### src/fvi_pkg.sv
// ----------------------------------------------------------------------------
// Face velocity interpolator package
// Shared widths, command and status codes, register indexes and the sideband
// record that travels down the pipeline next to the quotients.
// ----------------------------------------------------------------------------
package fvi_pkg;

	localparam int DATA_WIDTH_DEF = 32;
	localparam int FRAC_BITS_DEF  = 16;

	localparam int VAL_W     = 32;
	localparam int COEF_W    = 31;
	localparam int CMD_W     = 2;
	localparam int STAT_W    = 2;
	localparam int CFG_IDX_W = 2;
	localparam int K_W       = 62;
	localparam int NUM_W     = 34;

	typedef enum logic [CMD_W-1:0] {
		CMD_RHIE_CHOW = 2'd0,
		CMD_CORRECT   = 2'd1,
		CMD_AVERAGE   = 2'd2,
		CMD_SPARE     = 2'd3
	} cmd_t;

	localparam logic [STAT_W-1:0] STAT_OK        = 2'd0;
	localparam logic [STAT_W-1:0] STAT_ZERO_COEF = 2'd1;
	localparam logic [STAT_W-1:0] STAT_SAT       = 2'd2;

	localparam logic [CFG_IDX_W-1:0] CFG_TIME_STEP   = 2'd0;
	localparam logic [CFG_IDX_W-1:0] CFG_CELL_WIDTH  = 2'd1;
	localparam logic [CFG_IDX_W-1:0] CFG_CELL_HEIGHT = 2'd2;

	typedef struct packed {
		logic                    zero;
		logic                    use_term;
		logic signed [VAL_W-1:0] base;
		logic [K_W-1:0]          k;
	} side_t;

endpackage

### src/fvi_output.sv
// ----------------------------------------------------------------------------
// Output stage
// Adds the pressure term to the base value, saturates to the output range
// and forms the status code. Its registers drive the output channel.
// ----------------------------------------------------------------------------
module fvi_output #(
	parameter int DATA_WIDTH = fvi_pkg::DATA_WIDTH_DEF
) (
	input  logic                                clk,
	input  logic                                arst_n,
	input  logic                                en,
	input  logic                                valid_in,
	input  fvi_pkg::side_t                      side_in,
	input  logic signed [62:0]                  term,
	input  logic                                term_sat,
	output logic                                out_valid,
	output logic signed [fvi_pkg::VAL_W-1:0]    face_velocity,
	output logic [fvi_pkg::STAT_W-1:0]          status
);
	import fvi_pkg::*;

	localparam int OUT_BITS = (DATA_WIDTH < 32) ? DATA_WIDTH : 32;
	localparam logic signed [63:0] OUT_HI = 64'((65'(1) << (OUT_BITS - 1)) - 65'(1));
	localparam logic signed [63:0] OUT_LO = -OUT_HI - 64'sd1;

	logic signed [63:0] sum;
	logic signed [63:0] clamped;
	logic               sat;

	always_comb begin
		sum = 64'(side_in.base) + 64'(term);
		if (sum > OUT_HI) begin
			clamped = OUT_HI;
			sat     = 1'b1;
		end else if (sum < OUT_LO) begin
			clamped = OUT_LO;
			sat     = 1'b1;
		end else begin
			clamped = sum;
			sat     = term_sat;
		end
	end

	always_ff @(posedge clk or negedge arst_n) begin
		if (!arst_n) begin
			out_valid <= 1'b0;
		end else if (en) begin
			out_valid <= valid_in;
		end
	end

	always_ff @(posedge clk) begin
		if (en) begin
			face_velocity <= VAL_W'(clamped);
			if (side_in.zero) begin
				status <= STAT_ZERO_COEF;
			end else if (sat) begin
				status <= STAT_SAT;
			end else begin
				status <= STAT_OK;
			end
		end
	end

endmodule

### config.mk
export PLATFORM = sky130hd
export DESIGN_NAME = fvi_output
export DESIGN_NICKNAME = d
export VERILOG_FILES = /design/src/fvi_pkg.sv /design/src/fvi_output.sv
export SDC_FILE = /design/constraint.sdc
export NUM_CORES = 1
export LEC_CHECK = 0
export ABC_AREA = 1
export BUFFER_PORTS_ARGS = -buffer_cell sky130_fd_sc_hd__buf_2
export CORE_MARGIN = 2
export CORE_UTILIZATION = 60
export CTS_BUF_LIST = sky130_fd_sc_hd__clkbuf_8 sky130_fd_sc_hd__clkbuf_16
export DETAILED_ROUTE_END_ITERATION = 10
export GPL_ROUTABILITY_DRIVEN = 0
export PLACE_DENSITY = 0.89
export SETUP_SLACK_MARGIN = 0.2
export SYNTH_ARGS = -nofsm -noshare
export SYNTH_HDL_FRONTEND = slang
export SYNTH_SLANG_ARGS = --single-unit
export TNS_END_PERCENT = 100
### constraint.sdc
create_clock -name clk -period 1.9 [get_ports clk]
set_clock_uncertainty 0.1 [all_clocks]
set_input_delay 0.095 -clock clk [delete_from_list [all_inputs] [get_ports clk]]
set_output_delay 0.095 -clock clk [all_outputs]
set_load 0.005 [all_outputs]
==> impl_results.md, run 1 <==
- Htree depth: 2
- Grt ovf: 7
- Synth Cell Area: 7890 sq um
- Top FF cell, synth: edfxtp_1
- CTS Buf Count: 5
- Largest net degree at the start of global routing: 24
- GRT Util Overall: 0.596
- PortBufs: 135
- Status: stopped before the end
- Mean Syn Cell Area: 5.04 sq um
- CTS Buffer Depth: 2
- Synth async-reset ratio: 0.0286
- Syn_nets: approximately 1800
- Error msg: [ERROR GRT-0116] Global routing finished with congestion. Check the congestion regions in the DRC Viewer.
- Synth area leader: nand2_1
- Placed cells: 2029
- Synth Instances: 1566
- Most frequent cell after synthesis: nand2_1
- Dpl cell area: 10200 sq um
- TritonCTS Sinks: 35
- Die Wd: 119 microns
- Initial core utilization: 0.620
- Row cnt: 41
- Post-synth top cells: nand2_1, inv_1, nor2_1
- Post-synth EDFFs: 34
- Die H: 119 microns
- Post-synthesis sequential area ratio: 0.133
- Fail Step: global routing (5_1_grt)
- Vias in the first global route: roughly 13000
- HPWL after detailed placement: 24700 microns
- First-pass GRT wire length: 65300 microns
- Area contributors post-synth: nand2_1, inv_1, edfxtp_1
- Synth warnings: 0
- Count of cell types in the netlist: 28
- #FFs+latches synth: 35
- Root Driver: clkbuf_16
- Io pins: 199
- Share of the synthesized area in the top cell type: 0.370
==> through the flow <==
stage | setup TNS [ns] | util | setup WS (ns) | hold WS [ns]
after detailed placement | -42.67 | 0.802 | -1.32 | -0.227
after CTS | -23.45 | 0.895 | -0.762 | 0.0275
after floorplan | -15.93 | - | -0.503 | -0.301
after global placement | -41.81 | 0.802 | -1.29 | -0.231
==> cells by family after synthesis <==
| family | Yosys count | share of synthesized area |
|---|---|---|
| AO/OA/AOI/OAI | 55 | 0.0361 |
| XOR/XNOR | 28 | 0.0311 |
| adder cells (fa/ha/maj) | 64 | 0.102 |
| buffers and inverters | 354 | 0.174 |
| flip-flops | 35 | 0.133 |
| multiplexers | 1 | 0.00143 |
| AND/OR/NAND/NOR | 1029 | 0.522 |
==> metal layers <==
layer  overflow  global-route usage
met5          0              0.0662
met4          3               0.521
met3          0               0.381
met2          4               0.814
met1          0               0.622
==> what timing repair did <==
item,CTS
setup buffers,11
gates cloned,4
hold buffers,3
pin swaps,37
endpoints found under the setup margin,33
gates resized for setup,179
hold endpoints to repair,3
==> run 2, diff against run 1 <==
--- a/config.mk
+++ b/config.mk
@@ -8,12 +8,10 @@
 export ABC_AREA = 1
 export BUFFER_PORTS_ARGS = -buffer_cell sky130_fd_sc_hd__buf_2
 export CORE_MARGIN = 2
-export CORE_UTILIZATION = 60
-export CTS_BUF_LIST = sky130_fd_sc_hd__clkbuf_8 sky130_fd_sc_hd__clkbuf_16
+export CORE_UTILIZATION = 40
 export DETAILED_ROUTE_END_ITERATION = 10
 export GPL_ROUTABILITY_DRIVEN = 0
-export PLACE_DENSITY = 0.89
-export SETUP_SLACK_MARGIN = 0.2
+export PLACE_DENSITY_LB_ADDON = 0.15
 export SYNTH_ARGS = -nofsm -noshare
 export SYNTH_HDL_FRONTEND = slang
 export SYNTH_SLANG_ARGS = --single-unit
==> run 2 against run 1 <==
The flow now finishes, with violations (negative setup slack); synthesized cell count unchanged; area after synthesis did not move.
==> impl_results.md, run 2 <==
- Final count of hold timing violations: 0
- R2r worst-path depth: 1
- Critical R2R Launch: out_valid$_DFFE_PN0P_
- Count of cell types in the netlist: 28
- Final core occ: 0.647
- Synth warnings: 0
- Starting DRT DRC Count: 836
- Root Driver: clkbuf_16
- Mean Syn Cell Area: 5.04 sq um
- Clock latency at the later pin of the worst-skew pair: 0.28 ns
- Synth async-reset ratio: 0.0286
- CTS Buffer Depth: 2
- PortBufs: 135
- Largest net degree at the start of global routing: 32
- Failing checks: negative setup slack
- Syn_nets: between 1500 and 2000
- #FFs+latches synth: 35
- Die H: approximately 140 microns
- Fillers: 1884
- Critical path startpoint category: input port
- Wire per inst: 15.0 microns
- Post-synthesis sequential area ratio: 0.133
- Post-synth top cells: nand2_1, inv_1, nor2_1
- Min Tclk post-route: approximately 2.8 ns
- Critical Path Sink Type: flip-flop
- R2R Path End: out_valid$_DFFE_PN0P_
- Slew HR: 0.663
- Most frequent cell after synthesis: nand2_1
- DRT Pass-1 Iters: 5
- Max VDD drop: between 0.3 and 0.4 mV
- Diode count: 0
- Overall Power: a little under 6 mW
- Leak: 7.30 nW
- Commonest cells after routing, fill and taps aside: nand2_1, inv_1, buf_4, buf_2, nand2_2
- RSZ-0062 raised after global routing: yes
- Area contributors post-synth: nand2_1, inv_1, edfxtp_1
- Setup ws final: -0.862 ns
- Crit-path slowest cell: ha_4
- Grt ovf: 0
- Initial core utilization: 0.407
- DRC: 0
- Tcrit/Tclk final: 1.45
- Max reg flops: 32
- Worst path cell trace: buf_12 -> clkbuf_16 -> ha_4 -> nand2_4 -> nor2_4 -> inv_2 -> nor3_4 -> buf_4 -> nand2_4 -> nor2_2 -> nand2_2 -> nand2_2 -> nand2_1 -> nand2_1 -> nand2_1 -> nor2_1 -> nand2_1 -> nor2_2 -> nand3_2 -> nand2_4 -> clkbuf_16 -> nand2_1
- Max frequency: about 0.36 GHz
- WP data arrival: ~2.7 ns
- Total die area: 20900 sq um
- GRT Util Overall: 0.285
- Status: finished with violations
- Post-DR vias/cell: 4.87
- Share of the synthesized area in the top cell type: 0.370
- PD cells: ~470 nW/um^2
- Core box area: 19400 sq um
- Detail Route Antenna Nets: 0
- Most numerous cell on the critical path: nand2_1
- Row cnt: 51
- Synth Instances: 1566
- TritonCTS Sinks: 35
- Post-synth EDFFs: 34
- First-pass GRT wire length: 46000 microns
- CTS Buf Count: 5
- Largest regs: face_velocity x32, status x2, out_valid x1
- Top FF cell, synth: edfxtp_1
- HPWL after detailed placement: 26200 microns
- DR vias: 10636
- Htree depth: 2
- Vias in the first global route: ~9300
- Nets: 2145
- Reg with most FFs: face_velocity
- Drt total wl: about 33000 microns
- CP required: 1.84 ns
- Register-to-Register Setup Slack: 1.06 ns
- Clock slew at reported path FFs: 0.06 ns
- Io pins: 199
- Measured slew at the worst slew-check pin: approximately 0.51 ns
- Share of layout cells above drive strength 1: 0.360
- CTS tree: done
- Synth Cell Area: 7890 sq um
- CP max FO: 8
- Slowest stage delay, CP: 0.32 ns
- Hold Path Class: input port to asynchronous set/reset pin
- Max-Cap Viols: 0
- Commonest non-fill, non-tap cell in the layout: nand2_1
- Setup violators final: 33
- Max-slew violation count: 0
- Die Wd: around 140 microns
- Synth area leader: nand2_1
- Area Growth Syn to Fin: 58.9%
- Initial antenna violation count: 0
- Critical setup path kind: input port to flip-flop
==> run 2: cell counts after synthesis <==
No cell type changed its count.
==> run 2: worst max path at each step <==
stage | from | cells after the start | slack (ns) | end
4_1_cts | side_in[93] | 20 | -0.90 | face_velocity[12]$_SDFFCE_PN1P_
2_1_floorplan | side_in[62] | 21 | -0.50 | face_velocity[5]$_SDFFCE_PN1P_
6_report | side_in[93] | 22 | -0.86 | face_velocity[22]$_SDFFCE_PN1P_
3_3_place_gp | side_in[93] | 21 | -1.42 | face_velocity[5]$_SDFFCE_PN1P_
3_5_place_dp | side_in[93] | 21 | -1.39 | face_velocity[12]$_SDFFCE_PN1P_
5_1_grt | side_in[67] | 23 | -0.99 | face_velocity[12]$_SDFFCE_PN1P_
==> run 2: critical path, delay by kind of cell <==
| family | cells | cell delay, ns |
|---|---|---|
| and+or+nand+nor | 16 | 1.55 |
| buffers and inverters | 5 | 0.73 |
| adders and majority gates | 1 | 0.32 |
==> run 2: kinds of logic (layout without fill, tap and decap cells) <==
kind of cell    Yosys count  count (layout)  share of synthesized area
compound gates           55              55                     0.0361
xor+xnor                 28              28                     0.0311
fa+ha+maj                64              64                      0.102
buf+inv                 354             706                      0.174
flops                    35              35                      0.133
mux                       1               1                    0.00143
simple gates           1029            1029                      0.522
==> run 2: layout make-up <==
type / instances / area (sq um) / share of cell area
clock buffers: 5 / 125 / 0.00998
clock inverters: 3 / 20.0 / 0.00160
inverters: 348 / 1310 / 0.104
multi-input cells: 1177 / 7160 / 0.571
flip-flops and latches: 35 / 1050 / 0.0834
well taps: 265 / 332 / 0.0264
repair buffers: 350 / 2550 / 0.203
==> run 2: routing by layer <==
layer  global-route usage  vias to the layer above  wire, microns
met5                    0                        -              0
met4                0.103                        0           1460
met3               0.0275                       86           2240
met2                0.466                      409          14800
met1                0.390                     4774          14300
li1                     -                     5367              -
==> run 2: through the flow <==
stage / setup WS [ns] / setup TNS (ns) / hold slack, ns / cells / area [sq um]
after floorplan: -0.504 / -15.98 / -0.301 / 1566 / 7940
after global placement: -1.42 / -45.96 / -0.230 / 2147 / 10300
after detailed placement: -1.39 / -44.46 / -0.230 / 2147 / 10300
after CTS: -0.903 / -28.42 / 0.00449 / 2158 / 10700
after global routing: -0.989 / -31.56 / 0.0541 / 2183 / 12500
final: -0.862 / -27.31 / 0.0243 / 2183 / 12500
==> run 2: power by group <==
part           switching, mW  internal, mW
combinational           2.32          1.73
clock                  0.310         0.482
sequential            0.0281          1.02
total                   2.66          3.24
==> run 2: repair_timing <==
item                       4_1_cts  5_1_grt
resized for setup               37      363
setup endpoints to repair       33       33
buffers inserted                 0       17
hold endpoints to repair         3        0
hold buffers                     3        0
cloned                           0        9
pin swaps                        0       82
No activity file was read; power rests on OpenSTA's default activity.
