`src/fvi_pkg.sv`:
```
// ----------------------------------------------------------------------------
// Face velocity interpolator package
// Shared widths, command and status codes, register indexes and the sideband
// record that travels down the pipeline next to the quotients.
// ----------------------------------------------------------------------------
package fvi_pkg;

	localparam int DATA_WIDTH_DEF = 32;
	localparam int FRAC_BITS_DEF  = 16;

	localparam int VAL_W     = 32;
	localparam int COEF_W    = 31;
	localparam int CMD_W     = 2;
	localparam int STAT_W    = 2;
	localparam int CFG_IDX_W = 2;
	localparam int K_W       = 62;
	localparam int NUM_W     = 34;

	typedef enum logic [CMD_W-1:0] {
		CMD_RHIE_CHOW = 2'd0,
		CMD_CORRECT   = 2'd1,
		CMD_AVERAGE   = 2'd2,
		CMD_SPARE     = 2'd3
	} cmd_t;

	localparam logic [STAT_W-1:0] STAT_OK        = 2'd0;
	localparam logic [STAT_W-1:0] STAT_ZERO_COEF = 2'd1;
	localparam logic [STAT_W-1:0] STAT_SAT       = 2'd2;

	localparam logic [CFG_IDX_W-1:0] CFG_TIME_STEP   = 2'd0;
	localparam logic [CFG_IDX_W-1:0] CFG_CELL_WIDTH  = 2'd1;
	localparam logic [CFG_IDX_W-1:0] CFG_CELL_HEIGHT = 2'd2;

	typedef struct packed {
		logic                    zero;
		logic                    use_term;
		logic signed [VAL_W-1:0] base;
		logic [K_W-1:0]          k;
	} side_t;

endpackage

```
`src/fvi_front.sv`:
```
// ----------------------------------------------------------------------------
// Front stage
// Forms the two pressure numerators, their magnitudes, the base value and the
// scale factor dt*A, and registers them as the first pipeline stage.
// ----------------------------------------------------------------------------
module fvi_front #(
	parameter int FRAC_BITS = fvi_pkg::FRAC_BITS_DEF
) (
	input  logic                                 clk,
	input  logic                                 arst_n,
	input  logic                                 en,
	input  logic                                 in_valid,
	input  logic [fvi_pkg::CMD_W-1:0]            cmd,
	input  logic                                 orientation,
	input  logic signed [fvi_pkg::VAL_W-1:0]     vel_first,
	input  logic signed [fvi_pkg::VAL_W-1:0]     vel_second,
	input  logic signed [fvi_pkg::VAL_W-1:0]     p_first,
	input  logic signed [fvi_pkg::VAL_W-1:0]     p_second,
	input  logic [fvi_pkg::COEF_W-1:0]           coef_first,
	input  logic [fvi_pkg::COEF_W-1:0]           coef_second,
	input  logic signed [fvi_pkg::VAL_W-1:0]     pface_back,
	input  logic signed [fvi_pkg::VAL_W-1:0]     pface_mid,
	input  logic signed [fvi_pkg::VAL_W-1:0]     pface_far,
	input  logic [fvi_pkg::COEF_W-1:0]           time_step,
	input  logic [fvi_pkg::COEF_W-1:0]           cell_width,
	input  logic [fvi_pkg::COEF_W-1:0]           cell_height,
	output logic                                 valid_s1,
	output fvi_pkg::side_t                       side_s1,
	output logic [fvi_pkg::NUM_W-1:0]            mag_first_s1,
	output logic                                 neg_first_s1,
	output logic [fvi_pkg::NUM_W-1:0]            mag_second_s1,
	output logic                                 neg_second_s1,
	output logic [fvi_pkg::COEF_W-1:0]           den_first_s1,
	output logic [fvi_pkg::COEF_W-1:0]           den_second_s1
);
	import fvi_pkg::*;

	logic signed [NUM_W:0]   dp;
	logic signed [NUM_W:0]   num_first;
	logic signed [NUM_W:0]   num_second;
	logic signed [VAL_W:0]   vel_sum;
	logic signed [VAL_W:0]   vel_adj;
	logic signed [VAL_W-1:0] avg;
	logic                    press_cmd;
	side_t                   side;
	logic [COEF_W-1:0]       area;
	logic [K_W-1:0]          dt_area;

	always_comb begin
		press_cmd = (cmd == CMD_RHIE_CHOW) || (cmd == CMD_CORRECT);
		dp = (NUM_W+1)'(p_second) - (NUM_W+1)'(p_first);
		if (cmd == CMD_CORRECT) begin
			num_first  = -dp;
			num_second = -dp;
		end else begin
			num_first  = (NUM_W+1)'(pface_mid) - (NUM_W+1)'(pface_back) - dp;
			num_second = (NUM_W+1)'(pface_far) - (NUM_W+1)'(pface_mid) - dp;
		end
		// Halving rounds toward zero, so a negative odd sum is nudged up first.
		vel_sum = (VAL_W+1)'(vel_first) + (VAL_W+1)'(vel_second);
		vel_adj = vel_sum + (VAL_W+1)'({1'b0, vel_sum[VAL_W]});
		avg     = VAL_W'(vel_adj >>> 1);
		area    = orientation ? cell_width : cell_height;
		dt_area = K_W'(time_step) * K_W'(area);
		side.zero     = press_cmd && ((coef_first == '0) || (coef_second == '0));
		side.use_term = press_cmd && !side.zero;
		side.base     = (cmd == CMD_CORRECT) ? vel_first : avg;
		side.k        = dt_area >> FRAC_BITS;
	end

	always_ff @(posedge clk or negedge arst_n) begin
		if (!arst_n) begin
			valid_s1 <= 1'b0;
		end else if (en) begin
			valid_s1 <= in_valid;
		end
	end

	always_ff @(posedge clk) begin
		if (en) begin
			side_s1       <= side;
			mag_first_s1  <= num_first[NUM_W] ? NUM_W'(-num_first) : num_first[NUM_W-1:0];
			neg_first_s1  <= num_first[NUM_W];
			mag_second_s1 <= num_second[NUM_W] ? NUM_W'(-num_second) : num_second[NUM_W-1:0];
			neg_second_s1 <= num_second[NUM_W];
			den_first_s1  <= coef_first;
			den_second_s1 <= coef_second;
		end
	end

endmodule

```
`config.mk`:
```
export PLATFORM = sky130hd
export DESIGN_NAME = fvi_front
export DESIGN_NICKNAME = d
export VERILOG_FILES = /design/src/fvi_pkg.sv /design/src/fvi_front.sv
export SDC_FILE = /design/constraint.sdc
export NUM_CORES = 2
export LEC_CHECK = 0
export BUFFER_PORTS_ARGS = -buffer_cell sky130_fd_sc_hd__buf_2
export CAP_MARGIN = 25
export CORE_ASPECT_RATIO = 1.2
export CORE_MARGIN = 8
export CORE_UTILIZATION = 30
export CTS_CLUSTER_DIAMETER = 120
export CTS_CLUSTER_SIZE = 10
export DETAILED_ROUTE_END_ITERATION = 10
export GPL_ROUTABILITY_DRIVEN = 0
export PLACE_DENSITY = 0.49
export SETUP_SLACK_MARGIN = 0.1
export SYNTH_ARGS = -nofsm -noshare
export SYNTH_HDL_FRONTEND = slang
export SYNTH_SLANG_ARGS = --single-unit
```
`constraint.sdc`:
```
create_clock -name clk -period 0.8 [get_ports clk]
set_input_delay 0.16 -clock clk [delete_from_list [all_inputs] [get_ports clk]]
set_output_delay 0.16 -clock clk [all_outputs]
set_load 0.02 [all_outputs]
```
After elaboration in Yosys (flattened, before gate mapping)
Index checks and enable logic that the tools add are counted.
{"block": "classes", "shifts": 0, "order_cmp": 0, "muxes": 6, "reduce_logical": 8, "n_addsub": 10, "n_eq_ne": 1, "n_div": 0, "n_bitwise": 0, "mul": 1}
{"cell": "32-bit by 32-bit subtractor with 33-bit output", "n": 3}
{"cell": "35-bit two-way mux", "n": 2}
{"cell": "34-bit two-way mux", "n": 2}
{"cell": "34-bit negator", "n": 2}
{"cell": "33-bit by 33-bit subtractor with 34-bit output", "n": 2}
{"cell": "31-bit logical NOT", "n": 2}
{"cell": "31-bit by 31-bit multiplier with 62-bit output", "n": 1}
{"cell": "33-bit negator with 35-bit output", "n": 1}
{"cell": "32-bit by 32-bit adder with 33-bit output", "n": 1}
{"cell": "33-bit by 1-bit adder with 33-bit output", "n": 1}
{"cell": "32-bit two-way mux", "n": 1}
{"cell": "31-bit two-way mux", "n": 1}
{"cell": "2-bit by 1-bit equality test with 1-bit output (second input constant)", "n": 1}
{"cell": "1-bit logical AND", "n": 2}
{"cell": "2-bit logical NOT", "n": 1}
{"cell": "1-bit logical OR", "n": 2}
{"cell": "1-bit logical NOT", "n": 1}
{"block": "totals", "n_memories": 0, "ff_bits": 213, "latch_bits": 0, "ramBits": 0, "out_inout_bits": 229, "rom_bits": 0}

Depth between registers and ports, before layout
{"block": "logic_depth", "word_depth": 5, "ltp_mapped": 33, "depth_no_buf": 30}

Least setup slack after synthesis
OpenSTA, ideal clock, no wires.
{"block": "synth_timing", "kind": "input to register", "from": "in orientation", "to": "reg side_s1[33] (netlist name), data pin", "arrival_ps": 8309, "n_path_buf": 3, "setup_ps": 258, "stages": 29, "slack_ps": -7767, "path_cell_list": "buf_1 buf_1 mux2_2 clkbuf_1 and2_1 fa_1 inv_1 fa_1 inv_1 fa_1 inv_1 fa_1 inv_1 fa_1 fa_1 fa_1 fa_1 ha_1 o211a_1 nand3_1 o31ai_1 a31oi_1 o21ai_0 a21oi_1 o31ai_1 nand2_1 o311ai_0 a31oi_1 xnor2_1"}
{"block": "synth_via", "elab_chain_len": 2}
{"element": "from (decl)", "line": "fvi_front.sv:14", "source": "input logic orientation,"}
{"element": "31-bit two-way mux", "line": "fvi_front.sv:63", "source": "area = orientation ? cell_width : cell_height;"}
{"element": "31-bit by 31-bit multiplier with 62-bit output", "line": "fvi_front.sv:64", "source": "dt_area = K_W'(time_step) * K_W'(area);"}
{"element": "via dt_area[49]", "line": "fvi_front.sv:47", "source": "logic [K_W-1:0] dt_area;"}
{"element": "to (signal assigned)", "line": "fvi_front.sv:81", "source": "side_s1 <= side;"}
{"element": "to (decl)", "line": "fvi_front.sv:28", "source": "output fvi_pkg::side_t side_s1,"}
The timed path passes the listed nets, and every way through them passes these cells.
A chain may end at the register's enable or synchronous reset.

Worst setup path after layout
{"block": "layout_timing", "from": "in orientation", "to": "reg side_s1[43] (netlist name), data pin"}
The elaborated chain is that of the path after synthesis.

==> flow_summary.json <==
{
  "end_kind": "register",
  "grt_pass1_vias": 51090,
  "min-delay-start": "en",
  "area_growth_pct": 44.92,
  "hold_class": "in -> reg",
  "die_h_um": 468.4,
  "dieArea_um2": 184100,
  "post_drt_wl_per_cell_um": 20.27,
  "rows": 166,
  "finalNonFillerCells": 9844,
  "final_nets": 9234,
  "cts_tree": "built",
  "synthArstFlopShare": 0.004695,
  "r2r_slack_ps": 20,
  "cts_max_level": 1,
  "p_per_area_nw_per_um2": 5425,
  "grt_usage": 0.2135,
  "grt_max_degree": 59,
  "required_ps": 1210,
  "critPathKind": "in -> reg",
  "reg2reg_from": "valid_s1",
  "fin_skew_ps": 0,
  "antenna_found_initial": 25,
  "fill_cells": 16800,
  "routed_wl_um": 199500,
  "cts_sinks": 213,
  "io_buffers": 598,
  "worstMarginPinSlew_ps": 851.2,
  "finalCriticalPeriod_ps": 7481,
  "drc": 0,
  "cts_buffer_depth": 3,
  "critPathSlowestCell": "fa_1",
  "io_pins": 615,
  "worstHoldPathCells": 3,
  "mostFrequentLayoutCells": "1301 x buf_4, 1051 x inv_1, 874 x fa_1, 612 x nand2_1, 488 x buf_2",
  "dieWidth_um": 393.0,
  "start_util": 0.3012,
  "syn_avg_cell_area_um2": 9.058,
  "leakagePower_nw": 36.25,
  "fmax_mhz": 133.7,
  "drt_iter0_markers": 2157,
  "cap_viol_max_count": 0,
  "finalCritPeriodShare": 9.352,
  "vias": 47030,
  "yosysSeqAreaShare": 0.1249,
  "synth-edff-count": 212,
  "worst_ep_arrival_time_ps": 7890,
  "synth_cells": 5649,
  "place_inst": 9541,
  "vdd_ir_drop_max_uv": 10530,
  "drt-pass1-iter-count": 5,
  "rr_endpoint": "valid_s1",
  "syn_area_um2": 51170,
  "finalHoldViolations": 0,
  "r2r_cells": 1,
  "crit_path_max_incr_delay_ps": 600,
  "synth-warning-count": 0,
  "rsz0062_at_grt": "true",
  "post-route-util": 0.4365,
  "vias_per_cell": 4.778,
  "cpMostUsedCell": "fa_1",
  "clock_tree.root_cell": "clkbuf_16",
  "clk_latency_ps": 660,
  "drive_gt1_frac": 0.3535,
  "final_common_cell": "buf_4",
  "ys_ff_latch": 213,
  "cts-buffers-inserted": 29,
  "grt_pass1_wl_um": 302500,
  "ys_types": 108,
  "status": "finished, violations left",
  "postLayoutSetupSlackWorst_ps": -6681,
  "hpwl_um": 167700,
  "setup_viol": 497,
  "core_area_um2": 169900,
  "clk_pin_slew_ps": 70,
  "startpoint_type": "primary input",
  "violations": "setup timing",
  "ant_nets": 0,
  "overflow": 0,
  "slew_headroom": 0.4325,
  "hold-path-endpoint": "mag_first_s1[25]",
  "synth-main-ff-cell": "edfxtp_1",
  "critPathMaxFanout": 7,
  "slew_violations": 0
}
-- per-stage QoR --
step	instance area [µm²]	total power (W)	hold slack [ps]	setup slack (ps)	setup TNS, ps
2_1_floorplan	52470	0.2138	-135.6	-6695	-661460
3_3_place_gp	67140	0.3373	-65.17	-7999	-847210
3_5_place_dp	67140	0.3399	-63.43	-7775	-843530
4_1_cts	72820	0.3909	-3.336	-6683	-832190
5_1_grt	74130	0.4229	29.86	-6914	-860000
6_report	74160	0.4023	25.93	-6681	-826210
-- worst max path at each step --
stage	from	end	slack [ps]	cells past startpoint
2_1_floorplan	orientation	side_s1[43]	-6700	29
3_3_place_gp	orientation	side_s1[42]	-8000	32
3_5_place_dp	orientation	side_s1[38]	-7780	31
4_1_cts	orientation	side_s1[43]	-6680	31
5_1_grt	orientation	side_s1[43]	-6910	33
6_report	orientation	side_s1[43]	-6680	31
-- critical path: cells and delay by family --
| kind | cells | cell delay, ps |
|---|---|---|
| multiplexers | 1 | 390 |
| adder cells (fa/ha/maj) | 9 | 4440 |
| AO/OA/AOI/OAI | 4 | 540 |
| buffers and inverters | 10 | 1340 |
| AND/OR/NAND/NOR | 6 | 870 |
| XOR/XNOR | 1 | 110 |
-- timing repair --
action / in CTS / in global routing
hold buffers: 97 / 0
setup endpoints to repair: 362 / 502
resized for setup: 667 / 216
gates cloned: 13 / 0
pin swaps: 289 / 192
buffers inserted: 114 / 46
endpoints found under the hold margin: 127 / 0
-- registers in the layout, summed over array words and instances, names as in the netlist --
register	count
den_first_s1	31
mag_second_s1	34
den_second_s1	31
mag_first_s1	34
side_s1	80
neg_first_s1	1
neg_second_s1	1
valid_s1	1
-- Yosys cell counts (13+ instances only) --
| library cell | n | area [µm²] |
|---|---|---|
| o31a_1 | 13 | 113.9 |
| xor2_1 | 81 | 709.4 |
| nor3_1 | 62 | 310.3 |
| clkbuf_1 | 244 | 915.9 |
| ha_1 | 390 | 4880 |
| buf_2 | 14 | 70.07 |
| nand4_1 | 40 | 250.2 |
| edfxtp_1 | 212 | 6366 |
| mux2i_1 | 14 | 140.1 |
| a31oi_1 | 39 | 244.0 |
| inv_1 | 1077 | 4043 |
| and3_1 | 34 | 212.7 |
| buf_4 | 16 | 120.1 |
| o21a_1 | 31 | 232.7 |
| a21oi_1 | 186 | 930.9 |
| xnor2_1 | 145 | 1270 |
| o21ai_1 | 16 | 80.08 |
| a21boi_0 | 15 | 112.6 |
| o31ai_1 | 22 | 165.2 |
| a211o_1 | 14 | 122.6 |
| nor4_1 | 38 | 237.7 |
| mux2_2 | 34 | 382.9 |
| a211oi_1 | 28 | 210.2 |
| nand3_1 | 66 | 330.3 |
| nand2b_1 | 27 | 168.9 |
| and4_1 | 13 | 113.9 |
| fa_1 | 904 | 18100 |
| o211ai_1 | 28 | 210.2 |
| and2_1 | 477 | 2984 |
| nor2b_1 | 78 | 488.0 |
| o21bai_1 | 25 | 187.7 |
| nand2_1 | 638 | 2395 |
| o21ai_0 | 124 | 620.6 |
| a21o_1 | 76 | 570.6 |
| or3_1 | 27 | 168.9 |
| nor2_1 | 168 | 630.6 |
-- final cells by class --
type | instances | area, µm² | area share
inverter | 1079 | 4078 | 0.05499
antenna | 14 | 35.03 | 0.0004724
clock buffer | 31 | 733.2 | 0.009887
multi-input combinational | 4093 | 43420 | 0.5855
timing repair buffer | 2138 | 16590 | 0.2237
tap | 2268 | 2838 | 0.03827
clock inverter | 8 | 76.32 | 0.001029
sequential | 213 | 6392 | 0.08620
-- power breakdown --
group	internal [W]	switching (W)
Clock	0.00653	0.00601
Combinational	0.182	0.183
Sequential	0.0222	0.00241
-- metal layers --
metal	share of wire	vias up	global-route usage
met5	0.00046	-	0
met4	0.041	14	0.07081
met3	0.055	311	0.03319
met2	0.51	1270	0.3871
met1	0.40	23700	0.2568
li1	-	21740	-
-- logic make-up after synthesis --
group                      count (synthesis)  share of synthesized area
AOI/OAI and AO/OA                        755                    0.09942
and+or+nand+nor                         1743                     0.1742
adders and majority gates               1294                     0.4490
DFF                                      213                     0.1249
muxes                                     49                    0.01066
buffers and inverters                   1365                     0.1018
other                                      1                 0.00007328
xor gates and xnor gates                 229                    0.03993
No activity file was read; power rests on OpenSTA's default activity.
